`src/rtl/core/led_mode_breath_beep_controller_defines.svh`:
```
// Assertion macros used by the top RTL file of the LED mode controller.
`ifndef LED_MODE_BREATH_BEEP_CONTROLLER_DEFINES_SVH
`define LED_MODE_BREATH_BEEP_CONTROLLER_DEFINES_SVH

// Checked at every clock edge outside of reset.
`define LMBB_ASSERT(name, prop, msg) \
  name: assert property (@(posedge clk_i) disable iff (!rst_ni) (prop)) else $error(msg);

// Checked at every clock edge, reset included.
`define LMBB_ASSERT_ALWAYS(name, prop, msg) \
  name: assert property (@(posedge clk_i) (prop)) else $error(msg);

`endif

```
`src/rtl/core/lmbb_pkg.sv`:
```
package lmbb_pkg;

  localparam int unsigned CmdW      = 2;
  localparam int unsigned TimeW     = 32;
  localparam int unsigned DutyW     = 16;
  localparam int unsigned StepW     = 10;
  localparam int unsigned ModeW     = 2;
  localparam int unsigned CfgIdxW   = 2;
  localparam int unsigned CfgDataW  = 16;
  localparam int unsigned RampW     = DutyW + 2;
  localparam int unsigned InDataW   = 40;
  localparam int unsigned OutDataW  = 40;

  localparam logic [DutyW-1:0] GreenMaxRst     = 16'd999;
  localparam logic [StepW-1:0] RampStepRst     = 10'd10;
  localparam logic [DutyW-1:0] BeepIntervalRst = 16'd500;
  localparam logic [DutyW-1:0] BeepLevelRst    = 16'd100;

  typedef enum logic [ModeW-1:0] {
    MODE_GREEN  = 2'd0,
    MODE_RED    = 2'd1,
    MODE_BREATH = 2'd2,
    MODE_OFF    = 2'd3
  } mode_e;

  typedef enum logic [CmdW-1:0] {
    CMD_DISPLAY = 2'd0,
    CMD_KEY1    = 2'd1,
    CMD_KEY2    = 2'd2,
    CMD_NONE    = 2'd3
  } cmd_e;

  typedef enum logic [CfgIdxW-1:0] {
    CFG_GREEN_MAX     = 2'd0,
    CFG_RAMP_STEP     = 2'd1,
    CFG_BEEP_INTERVAL = 2'd2,
    CFG_BEEP_LEVEL    = 2'd3
  } cfg_idx_e;

  typedef struct packed {
    logic [DutyW-1:0] green_max;
    logic [StepW-1:0] ramp_step;
    logic [DutyW-1:0] beep_interval;
    logic [DutyW-1:0] beep_level;
  } cfg_t;

  typedef struct packed {
    logic             red_on;
    logic [DutyW-1:0] green_duty;
    logic [DutyW-1:0] beep_duty;
    mode_e            mode;
  } result_t;

endpackage

```
`src/rtl/core/lmbb_cfg.sv`:
```
module lmbb_cfg
  import lmbb_pkg::*;
(
  input  logic                clk_i,
  input  logic                rst_ni,
  input  logic                cfg_we_i,
  input  logic [CfgIdxW-1:0]  cfg_addr_i,
  input  logic [CfgDataW-1:0] cfg_wdata_i,
  output cfg_t                cfg_o
);

  cfg_t cfg_q, cfg_d;

  always_comb begin
    cfg_d = cfg_q;
    if (cfg_we_i) begin
      unique case (cfg_idx_e'(cfg_addr_i))
        CFG_GREEN_MAX:     cfg_d.green_max     = cfg_wdata_i;
        CFG_RAMP_STEP:     cfg_d.ramp_step     = cfg_wdata_i[StepW-1:0];
        CFG_BEEP_INTERVAL: cfg_d.beep_interval = cfg_wdata_i;
        CFG_BEEP_LEVEL:    cfg_d.beep_level    = cfg_wdata_i;
        default:           cfg_d               = cfg_q;
      endcase
    end
  end

  always_ff @(posedge clk_i or negedge rst_ni) begin
    if (!rst_ni) begin
      cfg_q.green_max     <= GreenMaxRst;
      cfg_q.ramp_step     <= RampStepRst;
      cfg_q.beep_interval <= BeepIntervalRst;
      cfg_q.beep_level    <= BeepLevelRst;
    end else begin
      cfg_q <= cfg_d;
    end
  end

  assign cfg_o = cfg_q;

endmodule

```
`src/rtl/core/lmbb_state.sv`:
```
module lmbb_state
  import lmbb_pkg::*;
(
  input  logic             clk_i,
  input  logic             rst_ni,
  input  logic             step_i,
  input  cmd_e             cmd_i,
  input  logic [TimeW-1:0] now_i,
  input  cfg_t             cfg_i,
  output result_t          res_o
);

  mode_e                   cur_mode_q, cur_mode_d;
  logic                    off_q, off_d;
  logic [DutyW-1:0]        level_q, level_d;
  logic                    down_q, down_d;
  logic                    beep_q, beep_d;
  logic [TimeW-1:0]        last_q, last_d;

  logic [TimeW-1:0]        elapsed;
  logic                    beep_now;
  logic signed [RampW-1:0] next_s;
  logic signed [RampW-1:0] top_s;
  mode_e                   mode_next;

  always_comb begin
    cur_mode_d = cur_mode_q;
    off_d      = off_q;
    level_d    = level_q;
    down_d     = down_q;
    beep_d     = beep_q;
    last_d     = last_q;
    mode_next  = cur_mode_q;

    elapsed  = now_i - last_q;
    beep_now = beep_q;
    top_s    = signed'({2'b00, cfg_i.green_max});
    if (down_q) begin
      next_s = signed'({2'b00, level_q}) - signed'({8'b0, cfg_i.ramp_step});
    end else begin
      next_s = signed'({2'b00, level_q}) + signed'({8'b0, cfg_i.ramp_step});
    end

    res_o.red_on     = 1'b0;
    res_o.green_duty = '0;
    res_o.beep_duty  = '0;
    res_o.mode       = off_q ? MODE_OFF : cur_mode_q;

    unique case (cmd_i)
      CMD_DISPLAY: begin
        if (off_q) begin
          res_o.mode = MODE_OFF;
        end else begin
          unique case (cur_mode_q)
            MODE_GREEN: begin
              res_o.green_duty = cfg_i.green_max;
              res_o.beep_duty  = cfg_i.beep_level;
            end
            MODE_RED: begin
              res_o.red_on = 1'b1;
            end
            MODE_BREATH: begin
              res_o.green_duty = (level_q > cfg_i.green_max) ? cfg_i.green_max : level_q;
              if (elapsed >= {16'b0, cfg_i.beep_interval}) begin
                last_d   = now_i;
                beep_now = ~beep_q;
              end
              beep_d          = beep_now;
              res_o.beep_duty = beep_now ? cfg_i.beep_level : '0;
              down_d          = down_q;
              if (next_s >= top_s) begin
                next_s = top_s;
                down_d = 1'b1;
              end
              if (next_s[RampW-1] || (next_s == '0)) begin
                next_s = '0;
                down_d = 1'b0;
              end
              level_d = next_s[DutyW-1:0];
            end
            default: begin
              res_o.green_duty = '0;
            end
          endcase
        end
      end
      CMD_KEY1: begin
        if (off_q) begin
          mode_next = MODE_GREEN;
        end else if (cur_mode_q == MODE_BREATH || cur_mode_q == MODE_OFF) begin
          mode_next = MODE_GREEN;
        end else begin
          mode_next = mode_e'(cur_mode_q + 2'd1);
        end
        off_d      = 1'b0;
        cur_mode_d = mode_next;
        if (mode_next == MODE_BREATH) begin
          level_d = '0;
          down_d  = 1'b0;
          beep_d  = 1'b0;
          last_d  = now_i;
        end
        res_o.mode = mode_next;
      end
      CMD_KEY2: begin
        off_d            = 1'b1;
        res_o.green_duty = cfg_i.green_max;
        res_o.mode       = MODE_OFF;
      end
      CMD_NONE: begin
        res_o.red_on = 1'b0;
      end
      default: begin
        res_o.red_on = 1'b0;
      end
    endcase
  end

  always_ff @(posedge clk_i or negedge rst_ni) begin
    if (!rst_ni) begin
      cur_mode_q <= MODE_GREEN;
      off_q      <= 1'b0;
      level_q    <= '0;
      down_q     <= 1'b0;
      beep_q     <= 1'b0;
      last_q     <= '0;
    end else if (step_i) begin
      cur_mode_q <= cur_mode_d;
      off_q      <= off_d;
      level_q    <= level_d;
      down_q     <= down_d;
      beep_q     <= beep_d;
      last_q     <= last_d;
    end
  end

endmodule

```
`src/rtl/core/led_mode_breath_beep_controller.sv`:
```
// LED mode controller: each input transaction carries a command (display step, key1,
// key2 or none) and a millisecond timestamp, and yields exactly one output transaction
// with the red pin, the green and buzzer PWM compares and the shown mode. A transaction
// goes through an input register, the combinational mode, ramp and beep logic, and an
// output register, from which its result is presented on the output. One transaction is
// taken every cycle while the output side keeps up; the mode and ramp registers are
// updated in the same cycle as the output register, which sets this rate. Configuration
// writes take effect on the next cycle and are meant to be made while no transaction is
// in flight.
`include "led_mode_breath_beep_controller_defines.svh"

module led_mode_breath_beep_controller
  import lmbb_pkg::*;
(
  input  logic                clk_i,
  input  logic                rst_ni,
  input  logic                cfg_we_i,
  input  logic [CfgIdxW-1:0]  cfg_addr_i,
  input  logic [CfgDataW-1:0] cfg_wdata_i,
  input  logic                s_axis_tvalid,
  output logic                s_axis_tready,
  // [1:0] command, [33:2] now_ms, [39:34] unused
  input  logic [InDataW-1:0]  s_axis_tdata,
  output logic                m_axis_tvalid,
  input  logic                m_axis_tready,
  // [0] red_on, [16:1] green_duty, [32:17] beep_duty, [34:33] mode, [39:35] zero
  output logic [OutDataW-1:0] m_axis_tdata
);

  cfg_t             cfg;
  result_t          res;
  result_t          res_q;
  logic             in_valid_q, in_valid_d;
  logic             out_valid_q, out_valid_d;
  cmd_e             in_cmd_q;
  logic [TimeW-1:0] in_now_q;
  logic             in_take;
  logic             adv;

  lmbb_cfg u_cfg (
    .clk_i       (clk_i),
    .rst_ni      (rst_ni),
    .cfg_we_i    (cfg_we_i),
    .cfg_addr_i  (cfg_addr_i),
    .cfg_wdata_i (cfg_wdata_i),
    .cfg_o       (cfg)
  );

  lmbb_state u_state (
    .clk_i  (clk_i),
    .rst_ni (rst_ni),
    .step_i (adv),
    .cmd_i  (in_cmd_q),
    .now_i  (in_now_q),
    .cfg_i  (cfg),
    .res_o  (res)
  );

  assign adv           = in_valid_q && (!out_valid_q || m_axis_tready);
  assign s_axis_tready = !in_valid_q || adv;
  assign in_take       = s_axis_tvalid && s_axis_tready;

  always_comb begin
    in_valid_d  = in_take ? 1'b1 : (adv ? 1'b0 : in_valid_q);
    out_valid_d = adv ? 1'b1 : (m_axis_tready ? 1'b0 : out_valid_q);
  end

  always_ff @(posedge clk_i or negedge rst_ni) begin
    if (!rst_ni) begin
      in_valid_q  <= 1'b0;
      out_valid_q <= 1'b0;
    end else begin
      in_valid_q  <= in_valid_d;
      out_valid_q <= out_valid_d;
    end
  end

  always_ff @(posedge clk_i) begin
    if (in_take) begin
      in_cmd_q <= cmd_e'(s_axis_tdata[CmdW-1:0]);
      in_now_q <= s_axis_tdata[CmdW+TimeW-1:CmdW];
    end
    if (adv) begin
      res_q <= res;
    end
  end

  assign m_axis_tvalid = out_valid_q;
  assign m_axis_tdata  = {5'b0, res_q.mode, res_q.beep_duty, res_q.green_duty, res_q.red_on};

  `LMBB_ASSERT(a_out_hold, (out_valid_q && !m_axis_tready) |=> (out_valid_q && $stable(res_q)), "result changed while waiting")
  `LMBB_ASSERT(a_stall_cause, !s_axis_tready |-> (in_valid_q && out_valid_q && !m_axis_tready), "input stalled without a full pipeline")
  `LMBB_ASSERT(a_red_mode, (out_valid_q && res_q.red_on) |-> (res_q.mode == MODE_RED), "red lit outside red mode")
  `LMBB_ASSERT(a_beep_mode, (out_valid_q && (res_q.beep_duty != '0)) |-> (res_q.mode == MODE_GREEN || res_q.mode == MODE_BREATH), "beep outside green or breathing")

endmodule
```
`config.mk`:
```
export PLATFORM = sky130hd
export DESIGN_NAME = led_mode_breath_beep_controller
export DESIGN_NICKNAME = d
export VERILOG_FILES = /design/src/rtl/core/lmbb_pkg.sv /design/src/rtl/core/lmbb_cfg.sv /design/src/rtl/core/lmbb_state.sv /design/src/rtl/core/led_mode_breath_beep_controller.sv
export VERILOG_INCLUDE_DIRS = /design/src /design/src/rtl/core
export SDC_FILE = /design/constraint.sdc
export NUM_CORES = 1
export LEC_CHECK = 0
export ABC_AREA = 1
export BUFFER_PORTS_ARGS = -buffer_cell sky130_fd_sc_hd__clkbuf_2
export CAP_MARGIN = 15
export CORE_UTILIZATION = 50
export CTS_CLUSTER_DIAMETER = 60
export DETAILED_ROUTE_END_ITERATION = 12
export PLACE_DENSITY = 0.67
export SLEW_MARGIN = 20
export SYNTH_ARGS = -nofsm -noshare
export SYNTH_HDL_FRONTEND = slang
export SYNTH_HIERARCHICAL = 1
export SYNTH_SLANG_ARGS = --single-unit
```
`constraint.sdc`:
```
create_clock -name clk_i -period 4.35 [get_ports clk_i]
set_input_delay 0.2175 -clock clk_i [delete_from_list [all_inputs] [get_ports clk_i]]
set_output_delay 0.2175 -clock clk_i [all_outputs]
set_load 0.03 [all_outputs]
```
==> run_results.csv <==
group,metric,value,unit
global_route,grt.busiest_layer,"met2",
floorplan,fp-row-count,58,
sta,whs,32.26,ps
floorplan,fp.dieW,162.3,µm
placed_design,gp_congestion,0.9199,
setup_path,criticalPathCategory,"reg2reg",
power_and_ir_drop,pwr-share-clk,18.0,%
layout,drive_gt1_share,12.22,%
setup_path,regToRegSetupSlack,240,ps
setup_path,endpoint,"u_state/level_q[10]",
setup_path,reg2reg_to,"u_state/level_q[10]",
cts,cts_root_buffer,"clkbuf_16",
setup_path,reg2reg_depth,29,
floorplan,start_util,51.00,%
sta,layout_setup_ws,244.2,ps
sta,slew_violations,0,
synth,syn_area,12840,µm²
setup_path,critPathRequiredTime,4680,ps
sta,slew_headroom,35.79,%
placed_design,place_ws,159.3,ps
cts,clkTransAtPathRegs,80,ps
setup_path,critPathMaxFanout,18,
routing,drt_iter0_markers,991,
floorplan,coreArea,25180,µm²
synth,synth_flop_cell,"dfrtp_1",
sta,setup_tns,0,ps
layout,instances_no_fill,2221,
sta,min_period_over_period,94.39,%
setup_path,critPathSlowestCell,"dfrtp_1",
sta,hold_violations,0,
hold_path,holdCritPathClass,"in2reg",
cts,clock_latency,450,ps
power_and_ir_drop,internal_power,4.902,mW
sta,fmax,243.6,MHz
synth,synthTopCellsByCount,"nand2_1, inv_1, nand3_1",
global_route,grt_usage,26.59,%
sta,skew,21.18,ps
cts,clk_path_buf_depth,2,
floorplan,io_pins,105,
setup_path,r2r-start,"u_state/level_q[0]",
synth,synth.most_common_cell,"nand2_1",
global_route,first_global_vias,10815,
global_route,met2_usage,43.30,%
routing,drc_errors,0,
routing,ant_nets,0,
global_route,use_met1,36.92,%
power_and_ir_drop,cellLeakagePower,7.723,nW
sta,worst_pin_slew,959.5,ps
setup_path,start_kind,"flip-flop",
setup_path,max_stage_delay,420,ps
power_and_ir_drop,pwr-share-seq,25.8,%
run_status,status,"finished, final reports clean",
setup_path,arrival,4440,ps
floorplan,dieArea,26330,µm²
routing,vias,11832,
synth,yosys_warnings,6,
power_and_ir_drop,vdd_drop_max,0.0003418,V
global_route,grt_max_degree,50,
synth,syn-instance-count,1744,
synth,synth_edf_count,69,
layout,nFillCells,2372,
floorplan,die_y,162.3,µm
synth,yosysTopAreaCell,"dfrtp_1",
placed_design,hpwl,25450,µm
setup_path,cp-end-kind,"flip-flop",
layout,synthToLayoutAreaGrowth,15.47,%
global_route,antenna_found_initial,0,
synth,synthTopCellsByArea,"dfrtp_1, edfxtp_1, nand2_1, ha_1, inv_1",
placed_design,io_buffers,93,
power_and_ir_drop,powerDensity,640.8,nW/µm²
routing,via_per_inst,5.327,
layout,insertedDiodeCount,0,
power_and_ir_drop,switching_share,48.43,%
cts,cts_tree,"done",
routing,dr.pass1.iters,6,
layout,design_area,14830,µm²
synth,synthArstFlopShare,62.09,%
power_and_ir_drop,p_comb_share,56.2,%
synth,synth_cell_types,48,
cts,htreeDepth,4,
sta,period_needed,4106,ps
cts,cts_buffers,17,
routing,wl,34400,µm
setup_path,startpoint,"u_state/level_q[0]",
synth,synth_top_area_share,18.31,%
sta,setup_viol,0,
global_route,grt_use_met3,4.035,%
global_route,overflow,0,
routing,detail_route.wl_per_cell,15.49,µm
global_route,grt_first_pass_wirelength,55000,µm
placed_design,numPlacedInstances,2146,
synth,yosysSeqAreaShare,38.33,%
hold_path,hold_depth,4,
synth,synth_seq_cells,182,
layout,fin_nets,2047,
placed_design,dpl-instance-area,13660,µm²
power_and_ir_drop,switchingPower,4.602,mW
synth,avgSynthCellArea,7.364,µm²
job,maxCapViolations,0,
setup_path,crit_top_cell,"nand2_1",
cts,cts_sinks,182,
==> metal layers <==
metal  share of wire [%]  up-vias  wire length, µm
met1                  46     5471            15930
met3                 5.2       58             1796
met5                   0        -                0
li1                    -     5912                -
met2                  46      391            15980
met4                 2.0        0              691
==> power groups by stage <==
stage | Clock (mW) | Combinational [mW] | Sequential (mW)
finish | 1.71 | 5.34 | 2.45
global route | 1.81 | 6.04 | 2.49
CTS | 1.74 | 4.99 | 2.44
detailed placement | 0 | 4.92 | 2.47
global placement | 0 | 4.82 | 2.47
floorplan | 0 | 3.68 | 2.44
==> how the worst min path moves through the flow <==
stage / startpoint / end / slack, ps
after floorplan: rst_ni / in_valid_q / -80
after global placement: rst_ni / u_state/level_q[13] / 250
after detailed placement: rst_ni / u_state/level_q[13] / 250
after CTS: m_axis_tready / m_axis_tvalid / 20
after global routing: cfg_wdata_i[8] / u_cfg/cfg_o[50] / 50
final: m_axis_tready / m_axis_tvalid / 30
==> sequential cells by signal (all words and copies together) (netlist names), 2 cells and up <==
signal	count
u_state/cur_mode_q	2
in_cmd_q	2
m_axis_tdata	35
in_now_q	32
u_state/level_q	16
u_cfg/cfg_o	58
u_state/last_q	32
==> layout make-up <==
cell class                      count  area (µm²)  share of cell area [%]
Clock buffer                       17       425.4                   2.868
Clock inverter                     15       235.2                   1.586
Inverter                          264       991.0                   6.682
Multi-Input combinational cell   1246        6713                   45.26
Sequential cell                   182        4923                   33.20
Tap cell                          330       412.9                   2.784
Timing Repair Buffer              167        1130                   7.618
==> cell families (layout without fill, tap and decap cells) <==
group,after synthesis,in the layout,share of synthesized area [%]
other,1,5,0.02920
flip-flops,182,182,38.33
XOR/XNOR,24,24,1.637
buffers and inverters,321,463,10.42
adder cells (fa/ha/maj),106,106,10.50
AND/OR/NAND/NOR,913,914,30.42
AO/OA/AOI/OAI,197,197,8.651
==> placed cells by master, fill, tap and decap left out, drive strengths merged, types with 6 or more instances in the layout <==
master         n
nand2        552
inv          275
nand3        149
nor2         131
clkbuf       109
ha           103
dfrtp         94
o21ai         87
edfxtp        69
a21oi         67
nand4         57
buf           39
dlygate4sd3   36
xor2          20
dfstp         19
nor3          16
o211ai        11
a21o           8
o21bai         6
nand3b         6
==> metrics by stage <==
stage	util [%]	total power [mW]
floorplan	-	6.125
global route	58.89	10.33
detailed placement	54.24	7.394
global placement	54.24	7.287
finish	58.89	9.504
CTS	58.29	9.173
==> worst max-delay path: cells and delay by family (launching register included) <==
kind / cells / cell delay (ps)
compound gates: 2 / 300
xor+xnor: 1 / 290
fa+ha+maj: 3 / 870
buf+inv: 3 / 340
flops: 1 / 420
simple gates: 20 / 1760
==> timing repair <==
| action | in CTS | in global routing |
|---|---|---|
| hold buffers | 36 | 0 |
| endpoints found under the hold margin | 70 | 0 |
| resized for setup | 0 | 29 |
| setup buffers | 0 | 6 |
| setup endpoints to repair | 0 | 19 |
Power figures use the tool's default switching activity.
